[config.mk]
export PLATFORM = sky130hd
export DESIGN_NAME = adc_dc_offset_tracker_unit_flat
export DESIGN_NICKNAME = d
export VERILOG_FILES = /design/src/hw/rtl/odt_pkg.sv /design/src/hw/rtl/odt_stream_if.sv /design/src/hw/rtl/adc_dc_offset_tracker_unit.sv /design/src/hw/rtl/odt_ram.sv /design/src/hw/rtl/odt_cfg_regs.sv /design/src/hw/rtl/odt_update.sv /design/src/flat_wrapper.sv
export SDC_FILE = /design/constraint.sdc
export NUM_CORES = 1
export LEC_CHECK = 0
export ABC_AREA = 1
export ABC_CLOCK_PERIOD_IN_PS = 6380
export BUFFER_PORTS_ARGS = -buffer_cell sky130_fd_sc_hd__buf_2
export CAP_MARGIN = 20
export CORE_MARGIN = 4
export CORE_UTILIZATION = 46
export DETAILED_ROUTE_END_ITERATION = 8
export GPL_TIMING_DRIVEN = 1
export HOLD_SLACK_MARGIN = 0.08
export PLACE_DENSITY = 0.69
export SYNTH_ARGS = -nofsm -noshare
export SYNTH_HDL_FRONTEND = slang
export SYNTH_SLANG_ARGS = --single-unit
[constraint.sdc]
create_clock -name clk -period 6.38 [get_ports clk]
set_input_delay 0.319 -clock clk [delete_from_list [all_inputs] [get_ports clk]]
set_output_delay 0.319 -clock clk [all_outputs]
set_load 0.005 [all_outputs]
[src/hw/rtl/odt_pkg.sv]
// Shared types and constants for the ADC DC offset tracker.
// No dependencies; every other file in hw/rtl but odt_ram depends on this package.
package odt_pkg;

  // Number of tracked channels and the state memory address width
  localparam int CHANNELS = 2;
  localparam int CH_AW    = (CHANNELS > 1) ? $clog2(CHANNELS) : 1;

  // Field widths
  localparam int SAMPLE_W = 16;
  localparam int COUNT_W  = 20;
  localparam int CFG_IW   = 3;
  localparam int CFG_DW   = 20;

  // Running average weight: avg' = (sample + (2^AVG_SHIFT - 1) * avg) >> AVG_SHIFT
  localparam int AVG_SHIFT = 7;
  localparam int SUM_W     = SAMPLE_W + AVG_SHIFT;

  localparam logic [SAMPLE_W-1:0] SAMPLE_MAX = '1;
  localparam logic [COUNT_W-1:0]  COUNT_MAX  = '1;

  // Register reset values
  localparam logic [SAMPLE_W-1:0] WINDOW_LOW_RST    = 16'd33000;
  localparam logic [SAMPLE_W-1:0] WINDOW_HIGH_RST   = 16'd34500;
  localparam logic [COUNT_W-1:0]  SETTLE_COUNT_RST  = 20'd1000000;
  localparam logic [SAMPLE_W-1:0] START_AVERAGE_RST = 16'd33791;
  localparam logic [SAMPLE_W-1:0] START_ZERO_RST    = 16'd33791;

  // Register indexes
  typedef enum logic [CFG_IW-1:0] {
    REG_WINDOW_LOW    = 3'd0,
    REG_WINDOW_HIGH   = 3'd1,
    REG_SETTLE_COUNT  = 3'd2,
    REG_START_AVERAGE = 3'd3,
    REG_START_ZERO    = 3'd4
  } cfg_reg_e;

  // Configuration register contents
  typedef struct packed {
    logic [SAMPLE_W-1:0] window_low;
    logic [SAMPLE_W-1:0] window_high;
    logic [COUNT_W-1:0]  settle_count;
    logic [SAMPLE_W-1:0] start_average;
    logic [SAMPLE_W-1:0] start_zero;
  } cfg_t;

  // Reload strobes towards the per-channel state
  typedef struct packed {
    logic avg;
    logic zero;
  } load_t;

  // One channel's state as stored in memory
  typedef struct packed {
    logic [SAMPLE_W-1:0] avg;
    logic [COUNT_W-1:0]  cnt;
    logic [SAMPLE_W-1:0] off;
  } entry_t;

endpackage

[src/hw/rtl/odt_stream_if.sv]
// Stream interfaces for sample beats in and result beats out.
// Depends on odt_pkg for field widths.
interface odt_in_if;
  logic                            valid;
  logic                            ready;
  logic [odt_pkg::SAMPLE_W-1:0]    sample;
  logic                            chan;

  modport source (output valid, output sample, output chan, input ready);
  modport sink   (input valid, input sample, input chan, output ready);
endinterface

interface odt_out_if;
  logic                            valid;
  logic                            ready;
  logic                            out_chan;
  logic [odt_pkg::SAMPLE_W-1:0]    zero_offset;
  logic [odt_pkg::SAMPLE_W-1:0]    running_average;
  logic                            stepped;

  modport source (output valid, output out_chan, output zero_offset,
                  output running_average, output stepped, input ready);
  modport sink   (input valid, input out_chan, input zero_offset,
                  input running_average, input stepped, output ready);
endinterface

[src/hw/rtl/adc_dc_offset_tracker_unit.sv]
// ADC DC offset tracker: per-channel running average, quiet counter and zero offset.
// An accepted sample beat passes through stage 1 (memory read) and the output register.
// Throughput: one sample per cycle while the result side takes beats, with a read-modify-write
// of the channel state memory and the last write forwarded to a same-channel read.
// Reset: registers take their reset values and every channel entry is marked stale,
// so it reads as start_average / 0 / start_zero until first written; no clearing pass.
module adc_dc_offset_tracker_unit (
  input  logic                         clk,
  input  logic                         rst,
  odt_in_if.sink                       samples,
  odt_out_if.source                    results,
  input  logic                         cfg_we,
  input  logic [odt_pkg::CFG_IW-1:0]   cfg_index,
  input  logic [odt_pkg::CFG_DW-1:0]   cfg_data
);
  import odt_pkg::*;

  localparam int ENTRY_W = $bits(entry_t);

  cfg_t  cfg;
  load_t load;

  // Stage 1: memory read in flight
  logic                s1_valid;
  logic [SAMPLE_W-1:0] s1_sample;
  logic                s1_chan;
  logic                s1_adv;
  logic                s1_chan_ok;
  logic [CH_AW-1:0]    s1_addr;

  // Output register
  logic                out_valid;
  logic                out_chan;
  logic [SAMPLE_W-1:0] out_offset;
  logic [SAMPLE_W-1:0] out_average;
  logic                out_stepped;

  // Memory ports and forwarding
  logic                rd_en;
  logic [CH_AW-1:0]    rd_addr;
  logic [ENTRY_W-1:0]  rd_data;
  entry_t              ram_entry;
  logic                wr_en;
  entry_t              wr_entry;
  logic                fwd_hit;
  entry_t              fwd_entry;

  // Per-channel fresh marks: a stale field reads as its start value
  logic [CHANNELS-1:0] avg_ok;
  logic [CHANNELS-1:0] cnt_ok;
  logic [CHANNELS-1:0] off_ok;

  entry_t              cur;
  entry_t              upd;
  logic                step;

  odt_cfg_regs u_cfg (
    .clk       (clk),
    .rst       (rst),
    .cfg_we    (cfg_we),
    .cfg_index (cfg_index),
    .cfg_data  (cfg_data),
    .cfg       (cfg),
    .load      (load)
  );

  // Handshake: stage 1 drains into the output register when it is free
  assign s1_adv        = s1_valid && (!out_valid || results.ready);
  assign samples.ready = !s1_valid || s1_adv;
  assign rd_en         = samples.valid && samples.ready;
  assign rd_addr       = CH_AW'(samples.chan);
  assign s1_addr       = CH_AW'(s1_chan);
  assign s1_chan_ok    = (int'(s1_chan) < CHANNELS);

  odt_ram #(
    .WIDTH (ENTRY_W),
    .DEPTH (CHANNELS)
  ) u_state_ram (
    .clk   (clk),
    .we    (wr_en),
    .waddr (s1_addr),
    .wdata (wr_entry),
    .re    (rd_en),
    .raddr (rd_addr),
    .rdata (rd_data)
  );

  assign ram_entry = entry_t'(rd_data);

  // Advance stage 1 and capture a write that collides with the read
  always_ff @(posedge clk) begin
    if (rst) begin
      s1_valid <= 1'b0;
      fwd_hit  <= 1'b0;
    end else begin
      if (rd_en) begin
        s1_valid <= 1'b1;
        fwd_hit  <= wr_en && (s1_addr == rd_addr);
      end else if (s1_adv) begin
        s1_valid <= 1'b0;
      end
    end
  end

  always_ff @(posedge clk) begin
    if (rd_en) begin
      s1_sample <= samples.sample;
      s1_chan   <= samples.chan;
      fwd_entry <= wr_entry;
    end
  end

  // Select current state: forwarded write, memory, or start values
  always_comb begin
    if (fwd_hit) begin
      cur = fwd_entry;
    end else begin
      cur.avg = avg_ok[s1_addr] ? ram_entry.avg : cfg.start_average;
      cur.cnt = cnt_ok[s1_addr] ? ram_entry.cnt : '0;
      cur.off = off_ok[s1_addr] ? ram_entry.off : cfg.start_zero;
    end
  end

  odt_update u_update (
    .sample  (s1_sample),
    .cfg     (cfg),
    .cur     (cur),
    .upd     (upd),
    .stepped (step)
  );

  assign wr_en    = s1_adv && s1_chan_ok;
  assign wr_entry = upd;

  // Mark entries fresh on write back; reload strobes make the average or offset marks stale again
  always_ff @(posedge clk) begin
    if (rst) begin
      avg_ok <= '0;
      cnt_ok <= '0;
      off_ok <= '0;
    end else begin
      if (wr_en) begin
        avg_ok[s1_addr] <= 1'b1;
        cnt_ok[s1_addr] <= 1'b1;
        off_ok[s1_addr] <= 1'b1;
      end
      if (load.avg) begin
        avg_ok <= '0;
      end
      if (load.zero) begin
        off_ok <= '0;
      end
    end
  end

  // Output register: hold until the result beat is taken
  always_ff @(posedge clk) begin
    if (rst) begin
      out_valid <= 1'b0;
    end else if (s1_adv) begin
      out_valid <= 1'b1;
    end else if (results.ready) begin
      out_valid <= 1'b0;
    end
  end

  always_ff @(posedge clk) begin
    if (s1_adv) begin
      out_chan    <= s1_chan;
      out_offset  <= s1_chan_ok ? upd.off : '0;
      out_average <= s1_chan_ok ? upd.avg : '0;
      out_stepped <= s1_chan_ok && step;
    end
  end

  assign results.valid           = out_valid;
  assign results.out_chan        = out_chan;
  assign results.zero_offset     = out_offset;
  assign results.running_average = out_average;
  assign results.stepped         = out_stepped;

endmodule

[src/hw/rtl/odt_ram.sv]
// Generic single-write, single-read RAM with registered read data.
// No dependencies.
module odt_ram #(
  parameter int WIDTH = 8,
  parameter int DEPTH = 2
) (
  input  logic                                        clk,
  input  logic                                        we,
  input  logic [((DEPTH > 1) ? $clog2(DEPTH) : 1)-1:0] waddr,
  input  logic [WIDTH-1:0]                            wdata,
  input  logic                                        re,
  input  logic [((DEPTH > 1) ? $clog2(DEPTH) : 1)-1:0] raddr,
  output logic [WIDTH-1:0]                            rdata
);

  logic [WIDTH-1:0] mem [DEPTH];

  // Write port
  always_ff @(posedge clk) begin
    if (we) begin
      mem[waddr] <= wdata;
    end
  end

  // Read port, old data on a same-address collision
  always_ff @(posedge clk) begin
    if (re) begin
      rdata <= mem[raddr];
    end
  end

endmodule

[src/hw/rtl/odt_cfg_regs.sv]
// Configuration registers of the DC offset tracker and reload strobes.
// Depends on odt_pkg.
module odt_cfg_regs (
  input  logic                         clk,
  input  logic                         rst,
  input  logic                         cfg_we,
  input  logic [odt_pkg::CFG_IW-1:0]   cfg_index,
  input  logic [odt_pkg::CFG_DW-1:0]   cfg_data,
  output odt_pkg::cfg_t                cfg,
  output odt_pkg::load_t               load
);
  import odt_pkg::*;

  cfg_t  regs;
  load_t strobe;

  // Decode the write; unknown indexes are dropped
  always_comb begin
    strobe = '0;
    if (cfg_we) begin
      unique case (cfg_reg_e'(cfg_index))
        REG_START_AVERAGE: strobe.avg  = 1'b1;
        REG_START_ZERO:    strobe.zero = 1'b1;
        default:           strobe      = '0;
      endcase
    end
  end

  // Hold register values
  always_ff @(posedge clk) begin
    if (rst) begin
      regs.window_low    <= WINDOW_LOW_RST;
      regs.window_high   <= WINDOW_HIGH_RST;
      regs.settle_count  <= SETTLE_COUNT_RST;
      regs.start_average <= START_AVERAGE_RST;
      regs.start_zero    <= START_ZERO_RST;
    end else if (cfg_we) begin
      unique case (cfg_reg_e'(cfg_index))
        REG_WINDOW_LOW:    regs.window_low    <= cfg_data[SAMPLE_W-1:0];
        REG_WINDOW_HIGH:   regs.window_high   <= cfg_data[SAMPLE_W-1:0];
        REG_SETTLE_COUNT:  regs.settle_count  <= cfg_data[COUNT_W-1:0];
        REG_START_AVERAGE: regs.start_average <= cfg_data[SAMPLE_W-1:0];
        REG_START_ZERO:    regs.start_zero    <= cfg_data[SAMPLE_W-1:0];
        default:           regs               <= regs;
      endcase
    end
  end

  assign cfg  = regs;
  assign load = strobe;

endmodule

[src/hw/rtl/odt_update.sv]
// Per-sample update of one channel's average, quiet counter and offset.
// Depends on odt_pkg.
module odt_update (
  input  logic [odt_pkg::SAMPLE_W-1:0] sample,
  input  odt_pkg::cfg_t                cfg,
  input  odt_pkg::entry_t              cur,
  output odt_pkg::entry_t              upd,
  output logic                         stepped
);
  import odt_pkg::*;

  logic               in_window;
  logic [SUM_W-1:0]   sum;
  logic [SAMPLE_W-1:0] new_avg;
  logic               settled;
  logic [SAMPLE_W-1:0] off_moved;

  // Silence window test, both bounds exclusive
  assign in_window = (sample > cfg.window_low) && (sample < cfg.window_high);

  // sample + 127*avg, written as (avg << 7) - avg
  assign sum     = {{AVG_SHIFT{1'b0}}, sample}
                 + ({cur.avg, {AVG_SHIFT{1'b0}}} - {{AVG_SHIFT{1'b0}}, cur.avg});
  assign new_avg = sum[SUM_W-1:AVG_SHIFT];

  assign settled = (cur.cnt == cfg.settle_count);

  // Step towards the new average, saturating at the top code
  always_comb begin
    priority if (cur.off > new_avg) begin
      off_moved = cur.off - 1'b1;
    end else if (cur.off != SAMPLE_MAX) begin
      off_moved = cur.off + 1'b1;
    end else begin
      off_moved = cur.off;
    end
  end

  // Assemble the updated entry
  always_comb begin
    upd     = cur;
    stepped = 1'b0;
    if (in_window) begin
      upd.avg = new_avg;
      priority if (settled) begin
        upd.off = off_moved;
        upd.cnt = COUNT_W'(1);
        stepped = 1'b1;
      end else if (cur.cnt != COUNT_MAX) begin
        upd.cnt = cur.cnt + 1'b1;
      end else begin
        // hold the counter at its top value
        upd.cnt = cur.cnt;
      end
    end else begin
      upd.cnt = '0;
    end
  end

endmodule

[src/flat_wrapper.sv]
// flat-port wrapper written by rule: the top's interface ports become plain ports
module adc_dc_offset_tracker_unit_flat import odt_pkg::*;
  (clk, rst, cfg_we, cfg_index, cfg_data, samples_valid, samples_sample, samples_chan, samples_ready, results_valid, results_out_chan, results_zero_offset, results_running_average, results_stepped, results_ready);
  odt_in_if samples_i ();
  odt_out_if results_i ();
  input  logic clk;
  input  logic rst;
  input  logic cfg_we;
  input  logic [odt_pkg::CFG_IW-1:0] cfg_index;
  input  logic [odt_pkg::CFG_DW-1:0] cfg_data;
  input wire logic [$bits(samples_i.valid)-1:0] samples_valid;
  input wire logic [$bits(samples_i.sample)-1:0] samples_sample;
  input wire logic [$bits(samples_i.chan)-1:0] samples_chan;
  output wire logic [$bits(samples_i.ready)-1:0] samples_ready;
  output wire logic [$bits(results_i.valid)-1:0] results_valid;
  output wire logic [$bits(results_i.out_chan)-1:0] results_out_chan;
  output wire logic [$bits(results_i.zero_offset)-1:0] results_zero_offset;
  output wire logic [$bits(results_i.running_average)-1:0] results_running_average;
  output wire logic [$bits(results_i.stepped)-1:0] results_stepped;
  input wire logic [$bits(results_i.ready)-1:0] results_ready;
  assign samples_i.valid = samples_valid;
  assign samples_i.sample = samples_sample;
  assign samples_i.chan = samples_chan;
  assign samples_ready = samples_i.ready;
  assign results_valid = results_i.valid;
  assign results_out_chan = results_i.out_chan;
  assign results_zero_offset = results_i.zero_offset;
  assign results_running_average = results_i.running_average;
  assign results_stepped = results_i.stepped;
  assign results_i.ready = results_ready;
  adc_dc_offset_tracker_unit u_core (.clk(clk), .rst(rst), .samples(samples_i), .results(results_i), .cfg_we(cfg_we), .cfg_index(cfg_index), .cfg_data(cfg_data));
endmodule
==> out/results.ini, run 1 <==
[global_route]
grt_max_degree=71
grt_pass1_vias=13300
grt_use_total_pct=23.6
grt_antenna_before_repair=0
global_route_wire_length_before_repair_um=75500
globalRoute.totalOverflow=0

[critical_path]
worst_setup_path_start_kind=register
cp.required_ps=6660
worst_path_largest_cell_delay_ps=520
criticalPathCategory=register to register
r2r_slack_ps=430
critPathArrivalTime_ps=6230
end_kind=register
critical_path.slowest_cell=edfxtp_1
critical_path_maximum_fanout=13
timing.critical_path.mode_cell=nand2_1

[die]
io_pins=81
core-area_sq_um=37600
die_x_um=203
overall_die_height_um=203
start_util_pct=46.5
dieArea_sq_um=41200
floorplan.rows=71

[sta]
number_of_pins_exceeding_their_max_slew_limit_in_the_final_report=0
max_freq_mhz=168
finalWorstPathRequiredPeriod_ps=5950
worst_hold_slack_across_all_endpoints_ps=105
finalSetupViolations=0
relSlewSlack_pct=31.7
fin_skew_ps=15.8
worst_pin_slew_ps=1020
layout_worst_path_cycle_share_pct=93.2
timing_hold_violations_final=0

[clock_tree]
clkSinkCount=352
clk_path_buf_depth=3
cts.htree.levels=2
clock_latency_ps=560
clk_pin_slew_ps=60
tritoncts=yes
numCtsBuffers=38
cts-root-buf=clkbuf_16

[drt]
totalWireLength_um=49300
detail_route.first_pass.iterations=6
routed_vias_inst=5.32
ant_nets=0
routed_wire_length_per_instance_um=18.9
drt_iter0_markers=1193
vias=13900
drc=0

[placed_design]
dpl_cell_area_sq_um=18400
place.port_buffers=80
last_weighted_congestion_value_of_the_routability_driven_placer=0.939
hpwlAfterDp_um=33900

[yosys]
synth_fp_nets=2083
yosys_warnings=0
syn-instance-count=1959
synth.lib_cells_used.distinct=44
ys_seq_elements=352
share_of_synthesized_area_occupied_by_flip_flops_and_latches_pct=55.1
cell_area_after_synthesis_sq_um=17500
avgSynthCellArea_sq_um=8.92

[finish]
area_delta_synth_final_pct=14.4
layout-drive-gt1-share_pct=10.2
finish.net_count=2193
final_cell_mix=632 x nand2_1, 259 x edfxtp_1, 166 x inv_1, 146 x nor2_1, 139 x nand3_1
mostFrequentLayoutCell=nand2_1
final.fill_count=3387
final_util_pct=53.2
final_design_area_no_fill_sq_um=20000

[run_status]
outcome=finished, final reports clean

[flow_run]
maxCapViolations=0

[pwr]
peakVddDrop_mv=0.209
p_per_cell_area_nw_per_um2=319
leakage_nw=8.62

[min_path]
hp-class=input pin to register

==> critical path, delay by kind of cell (launching register included) <==
kind | cells | cell delay (ps)
simple gates | 17 | 1830
buf+inv | 8 | 1310
compound gates | 6 | 1210
fa+ha+maj | 3 | 790
flops | 1 | 520
==> timing repair <==
action / CTS / global route
resized for setup: 0 / 4
hold endpoints to repair: 24 / 0
buffers inserted: 0 / 7
hold buffers: 22 / 0
setup endpoints to repair: 0 / 64
==> logic make-up after synthesis <==
logic type      Yosys count  share of synthesized area, %
fa+ha+maj                79                          5.70
simple gates           1001                          23.8
buf+inv                 238                          5.54
compound gates          251                          7.92
xor+xnor                 38                          1.90
flops                   352                          55.1
==> per-stage QoR <==
stage / setup TNS [ps] / setup WS [ps] / std cells / total power (W)
after detailed placement: 0 / 441 / 2510 / 0.00407
after global routing: -119 / -17.6 / 2609 / 0.00669
after global placement: 0 / 554 / 2510 / 0.00405
after CTS: 0 / 387 / 2601 / 0.00638
after floorplan: 0 / 1160 / 1959 / 0.00364
final: 0 / 431 / 2610 / 0.00637
==> area by class of cell <==
cell class                 instances  area [sq um]  area share (%)
tap                              511           639            3.20
timing repair buffer             130           835            4.17
clock buffer                      49          1090            5.43
antenna                            1          2.50          0.0125
clock inverter                    20           218            1.09
sequential                       352          9640            48.2
multi-input combinational       1369          6900            34.5
inverter                         178           681            3.40
==> final timing paths <==
| check | depth (start not counted) | start | to |
|---|---|---|---|
| max reg2reg | 34 | u_core.s1_addr | u_core.u_state_ram.mem[0][9] |
| min reg2reg | 2 | u_core.u_cfg.cfg[81] | u_core.u_cfg.cfg[81] |
| min | 4 | results_ready | u_core.s1_valid |
| max | 34 | u_core.s1_addr | u_core.u_state_ram.mem[0][9] |
==> synthesized netlist by cell type (all sizes together) <==
master | number | area [sq um]
o21ai | 117 | 601
fa | 1 | 20.0
a211oi | 6 | 45.0
edfxtp | 259 | 7780
ha | 78 | 976
nor3b | 4 | 30.0
buf | 20 | 146
nand2 | 640 | 2420
o21bai | 3 | 22.5
nand3 | 141 | 716
and2 | 1 | 6.26
dfxtp | 93 | 1860
clkinv | 1 | 3.75
nor2 | 157 | 631
o211ai | 22 | 165
inv | 177 | 667
o21a | 4 | 30.0
a21o | 4 | 30.0
or2 | 11 | 68.8
nor3 | 20 | 100
nand4 | 16 | 100
clkbuf | 40 | 151
xor2 | 28 | 245
a21boi | 2 | 15.0
a21oi | 84 | 420
nand3b | 11 | 82.6
xnor2 | 10 | 87.6
a31oi | 9 | 56.3
==> sequential cells by signal, indices dropped and copies added, names as in the netlist, 2 cells and up <==
| signal | flops |
|---|---|
| u_core.u_state_ram.mem | 104 |
| u_core.u_cfg.cfg | 84 |
| u_core.fwd_entry | 52 |
| u_core.u_state_ram.rdata | 52 |
| u_core.results.running_average | 16 |
| u_core.results.zero_offset | 16 |
| u_core.s1_sample | 16 |
| u_core.avg_ok | 2 |
| u_core.cnt_ok | 2 |
| u_core.off_ok | 2 |
==> report_power, final <==
group	internal [W]	total, W	leakage, nW	switching [W]
clock	0.00137	0.00229	0.631	0.000916
sequential	0.00264	0.00270	3.23	0.0000541
combinational	0.000436	0.00139	4.76	0.000951
total	0.00445	0.00637	8.62	0.00192
==> per-layer routing <==
metal  global-route usage (%)  wire length (um)  vias up  part of all wire (%)
li1                         -                 -     6763                     -
met1                     32.7             21500     6511                    44
met2                     37.9             22500      507                    46
met3                     4.62              3710       98                   7.5
met4                     7.18              1530        0                   3.1
met5                        0                 0        -                     0
Power figures use the tool's default switching activity.
==> run 2: changes to the inputs <==
Settings changed: CORE_ASPECT_RATIO from default to 1.4.
==> run 2 against run 1 <==
Worst setup slack improved by 110 ps. Cell count shrank 1.6%. Maximum frequency up 1.8%. Sequential share of layout area up 0.17 points. Total power decreased by 0.75%. Largest power group unchanged. Hold slack gained 11 ps. Clock power decreased by 3%. Global-route usage is 0.065 points higher. Die area rose by 0.11%. Combinational power is essentially flat. Sequential cell count stayed put.
==> out/results.ini, run 2 (synthesis gave the netlist of run 1 again) <==
[finish]
final_cell_mix=632 x nand2_1, 259 x edfxtp_1, 166 x inv_1, 146 x nor2_1, 139 x nand3_1
layout-drive-gt1-share_pct=10.3  ; +0.11 points
largest_register_ff_count=104  ; unchanged
area_delta_synth_final_pct=14.0
final.fill_count=3430  ; +1.3%
final_util_pct=53.1  ; -0.11 points
largest-register=u_core.u_state_ram.mem
finish.net_count=2192  ; -0.046%
diodes=0  ; -1
mostFrequentLayoutCell=nand2_1

[clock_tree]
cts.htree.levels=2  ; unchanged
cts-root-buf=clkbuf_16
clkSinkCount=352  ; unchanged
clk_pin_slew_ps=70  ; about the same
numCtsBuffers=36  ; -5.3%
tritoncts=yes
clk_path_buf_depth=3  ; unchanged
clock_latency_ps=540  ; -20 ps

[sta]
max_freq_mhz=171  ; +1.8%
finalWorstPathRequiredPeriod_ps=5840  ; -107 ps
worst_hold_slack_across_all_endpoints_ps=117  ; +11.5 ps
number_of_pins_exceeding_their_max_slew_limit_in_the_final_report=0  ; unchanged
tns_ps=0  ; unchanged
timing_hold_violations_final=0  ; unchanged
setup_repair_after_global_routing_missed_its_margin=no
finalSetupViolations=0  ; unchanged
worst_pin_slew_ps=1090  ; +72.6 ps
layout_worst_path_cycle_share_pct=91.6  ; -1.7 points
relSlewSlack_pct=26.8  ; -4.9 points
fin_skew_ps=17.4  ; +1.57 ps

[placed_design]
place.port_buffers=80  ; unchanged
last_weighted_congestion_value_of_the_routability_driven_placer=0.957  ; +1.9%
hpwlAfterDp_um=35000  ; +3.3%

[global_route]
grt_pass1_vias=13300  ; +0.47%
global_route_wire_length_before_repair_um=75800  ; +0.30%
grt_max_degree=67  ; -5.6%
grt_use_total_pct=23.7  ; +0.065 points
globalRoute.totalOverflow=0  ; unchanged
grt_antenna_before_repair=0  ; unchanged

[critical_path]
critical_path.slowest_cell=edfxtp_1
critical_path_maximum_fanout=13  ; unchanged
worst_path_largest_cell_delay_ps=500  ; -20 ps
timing.critical_path.mode_cell=nand2_1
r2r_slack_ps=540  ; +110 ps
critPathArrivalTime_ps=6170  ; -60 ps
criticalPathCategory=register to register
worst_setup_path_start_kind=register
end_kind=register
cp.required_ps=6700  ; +40 ps

[drt]
totalWireLength_um=50300  ; +2.1%
routed_vias_inst=5.39  ; +1.4%
ant_nets=0  ; unchanged
vias=13900  ; -0.18%
drt_iter0_markers=1018  ; -15%
detail_route.first_pass.iterations=6  ; unchanged
routed_wire_length_per_instance_um=19.6  ; +3.7%
drc=0  ; unchanged

[die]
dieArea_sq_um=41200  ; +0.11%
core-area_sq_um=37500  ; -0.15%
start_util_pct=46.6  ; +0.070 points
die_x_um=173  ; -15%
overall_die_height_um=239  ; +18%
floorplan.rows=84  ; +18%
io_pins=81  ; unchanged

[run_status]
outcome=finished, final reports clean

[flow_run]
maxCapViolations=0  ; unchanged

[pwr]
peakVddDrop_mv=0.230  ; +10%
p_per_cell_area_nw_per_um2=317  ; -0.40%
leakage_nw=8.60  ; -0.18%

[min_path]
hp-class=input pin to register

-- run 2: cell types whose count changed in the layout (fill, tap and decap cells not counted), sizes merged --
cell         change
buf              +2
clkinv           -4
diode            -1
dlygate4sd3      -1
inv              +1
-- run 2: report_power, final --
group | internal [W] | leakage [nW] | switching [W] | total, W
Combinational | 0.000440 | 4.77 | 0.000955 | 0.00139
Sequential | 0.00264 | 3.23 | 0.0000520 | 0.00269
Clock | 0.00132 | 0.609 | 0.000911 | 0.00223
-- run 2: cell type report --
cell class	count	area [sq um]	share of cell area [%]
clock buffer	49	1040	5.24
clock inverter	17	211	1.06
inverter	178	681	3.42
multi-input combinational	1369	6910	34.7
sequential	352	9640	48.4
tap	473	592	2.97
timing repair buffer	131	848	4.26
-- run 2: routing by layer --
| layer | wire [um] | GRT usage (%) |
|---|---|---|
| met1 | 19800 | 27.5 |
| met5 | 0 | 0 |
| met4 | 2640 | 11.7 |
| met2 | 25500 | 42.9 |
| met3 | 2390 | 3.53 |
-- run 2: what timing repair did --
action / in CTS / in global routing
resized for setup: 0 / 9
hold buffers: 21 / 0
endpoints found under the setup margin: 0 / 64
setup buffers: 0 / 8
hold endpoints to repair: 21 / 0
-- run 2: worst paths after layout --
kind	startpoint	cells after the start	end
setup / recovery	u_core.s1_addr	32	u_core.u_state_ram.mem[0][4]
hold / removal	rst	2	u_core.s1_valid
setup reg to reg	u_core.s1_addr	32	u_core.u_state_ram.mem[0][4]
hold reg to reg	u_core.u_cfg.cfg[55]	2	u_core.u_cfg.cfg[55]
-- run 2: stage by stage --
stage	instance area (sq um)	cells	setup slack [ps]	total power, W
after floorplan	17500	1959	1160	0.00364
after global placement	18400	2473	526	0.00407
after detailed placement	18400	2473	356	0.00409
after CTS	19800	2560	321	0.00633
after global routing	19900	2569	6.28	0.00662
final	19900	2569	538	0.00632
-- run 2: critical path, delay by kind of cell, from the launching register on --
| family | cells | cell delay, ps |
|---|---|---|
| AO/OA/AOI/OAI | 8 | 1360 |
| flip-flops | 1 | 500 |
| buffers and inverters | 6 | 830 |
| adder cells (fa/ha/maj) | 3 | 950 |
| XOR/XNOR | 2 | 630 |
| AND/OR/NAND/NOR | 13 | 1340 |
==> run 3: changes to the inputs <==
Settings changed: MAX_ROUTING_LAYER from default to met4.
==> run 3 against run 2 <==
Cell count decreased by 0.12%. Hold slack lost 15 ps. First-iteration DRC count rose by 19%. Die area is the same. Non-clock buffer count is 5 lower. Largest power group unchanged.
==> out/results.ini, run 3 (synthesis gave the netlist of run 1 again) <==
[finish]
layout-drive-gt1-share_pct=10.1  ; -0.18 points
area_delta_synth_final_pct=13.8
largest-register=u_core.u_state_ram.mem
final_cell_mix=633 x nand2_1, 259 x edfxtp_1, 167 x inv_1, 146 x nor2_1, 139 x nand3_1
diodes=0  ; unchanged
mostFrequentLayoutCell=nand2_1
final.fill_count=3392  ; -1.1%
finish.net_count=2188  ; -0.18%
largest_register_ff_count=104  ; unchanged

[drt]
drc=0  ; unchanged
vias=13900  ; +0.53%
routed_wire_length_per_instance_um=19.5  ; -0.37%
totalWireLength_um=50000  ; -0.49%
routed_vias_inst=5.43  ; +0.64%
detail_route.first_pass.iterations=8  ; +2
ant_nets=0  ; unchanged
drt_iter0_markers=1209  ; +19%

[sta]
finalWorstPathRequiredPeriod_ps=5870  ; +30.6 ps
fin_skew_ps=10.3  ; -7.05 ps
finalSetupViolations=0  ; unchanged
setup_slack_ps=508  ; -30.6 ps
timing_hold_violations_final=0  ; unchanged
number_of_pins_exceeding_their_max_slew_limit_in_the_final_report=0  ; unchanged
worst_hold_slack_across_all_endpoints_ps=102  ; -15.2 ps
layout_worst_path_cycle_share_pct=92.0  ; +0.48 points
relSlewSlack_pct=27.8  ; +0.95 points
max_freq_mhz=170  ; -0.52%
worst_pin_slew_ps=1080  ; -14.2 ps

[min_path]
hp-class=input pin to register
sink_of_the_worst_hold_path=u_core.s1_valid
worst_hold_path.num_cells=2  ; unchanged
worstHoldStart=rst

[global_route]
grt_max_degree=67  ; unchanged
global_route_wire_length_before_repair_um=76700  ; +1.3%
grt_pass1_vias=13700  ; +2.5%
globalRoute.totalOverflow=0  ; unchanged
grt_use_total_pct=24.6  ; +0.87 points
grt_antenna_before_repair=0  ; unchanged

[die]
io_pins=81  ; unchanged
start_util_pct=46.6  ; unchanged
floorplan.rows=84  ; unchanged
core-area_sq_um=37500  ; unchanged
dieArea_sq_um=41200  ; unchanged
overall_die_height_um=239  ; unchanged
die_x_um=173  ; unchanged

[run_status]
outcome=finished, final reports clean

[flow_run]
maxCapViolations=0  ; unchanged

[critical_path]
end_kind=register
critical_path.slowest_cell=edfxtp_1
worst_r2r_endpoint=u_core.results.zero_offset[0]
critPathArrivalTime_ps=6210  ; +40 ps
rr_worst_depth=37  ; +16%
worst_setup_path_start_kind=register
critical_path_maximum_fanout=15  ; +2
crit_start=u_core.s1_addr
timing.critical_path.mode_cell=nand2_1
worst_path_largest_cell_delay_ps=480  ; -20 ps
r2r_slack_ps=510  ; -30 ps
worstReg2RegStart=u_core.s1_addr
cp.required_ps=6720  ; +20 ps
criticalPathCategory=register to register

[clock_tree]
numCtsBuffers=37  ; +2.8%
cts.htree.levels=2  ; unchanged
clkSinkCount=352  ; unchanged
clk_pin_slew_ps=60  ; about the same
cts-root-buf=clkbuf_16
clock_latency_ps=540  ; about the same
clk_path_buf_depth=3  ; unchanged
tritoncts=yes

[placed_design]
last_weighted_congestion_value_of_the_routability_driven_placer=0.996  ; +4.1%
pre_cts_ws_ps=504  ; +148 ps
hpwlAfterDp_um=34700  ; -0.98%
place.port_buffers=80  ; unchanged

[pwr]
leakage_nw=8.60  ; about the same
peakVddDrop_mv=0.226  ; -1.9%
p_per_cell_area_nw_per_um2=318  ; +0.32%

==> run 3: per-layer routing <==
layer / track usage (%) / share of wire, % / vias to the layer above
met5: - / 0 / -
met4: 10.6 / 4.6 / 0
met3: 3.20 / 4.3 / 131
met2: 43.2 / 51 / 395
met1: 28.4 / 40 / 6640
li1: - / - / 6761
==> run 3: final cells by class <==
type                            instances  area, sq um  share of cell area, %
Sequential cell                       352         9640                   48.5
Multi-Input combinational cell       1369         6900                   34.7
Clock buffer                           54         1160                   5.81
Timing Repair Buffer                  126          806                   4.05
Inverter                              178          677                   3.40
Tap cell                              473          592                   2.98
Clock inverter                         14          121                  0.610
==> run 3: worst max path at each step <==
stage,to
2_1_floorplan,u_core.fwd_entry[11]
3_3_place_gp,u_core.results.zero_offset[15]
3_5_place_dp,u_core.u_state_ram.mem[1][4]
4_1_cts,u_core.results.zero_offset[4]
5_1_grt,u_core.results.zero_offset[0]
6_report,u_core.results.zero_offset[0]
==> run 3: timing repair <==
item,CTS,global route
hold endpoints to repair,22,0
buffers inserted,0,4
resized for setup,0,2
hold buffers,21,0
setup endpoints to repair,0,44
==> run 3: power by group <==
part,leakage [nW],internal [W],total [W],switching (W)
Clock,0.632,0.00131,0.00223,0.000918
Combinational,4.75,0.000440,0.00141,0.000965
Sequential,3.23,0.00264,0.00270,0.0000525
Total,8.60,0.00440,0.00633,0.00194
==> run 3: metrics by stage <==
step / total power (W) / setup TNS (ps) / area, sq um / cells / utilization, %
after global routing: 0.00665 / -63.2 / 19900 / 2566 / 53.0
after CTS: 0.00634 / 0 / 19800 / 2561 / 52.9
final: 0.00633 / 0 / 19900 / 2566 / 53.0
after floorplan: 0.00364 / 0 / 17500 / 1959 / -
after global placement: 0.00407 / 0 / 18300 / 2471 / 48.9
after detailed placement: 0.00409 / 0 / 18400 / 2472 / 48.9
==> run 3: worst max-delay path: cells and delay by family (launching register included) <==
kind / cells / cell delay [ps]
flip-flops: 1 / 480
AO/OA/AOI/OAI: 8 / 1240
XOR/XNOR: 1 / 320
adder cells (fa/ha/maj): 3 / 910
buffers and inverters: 10 / 1010
AND/OR/NAND/NOR: 15 / 1680
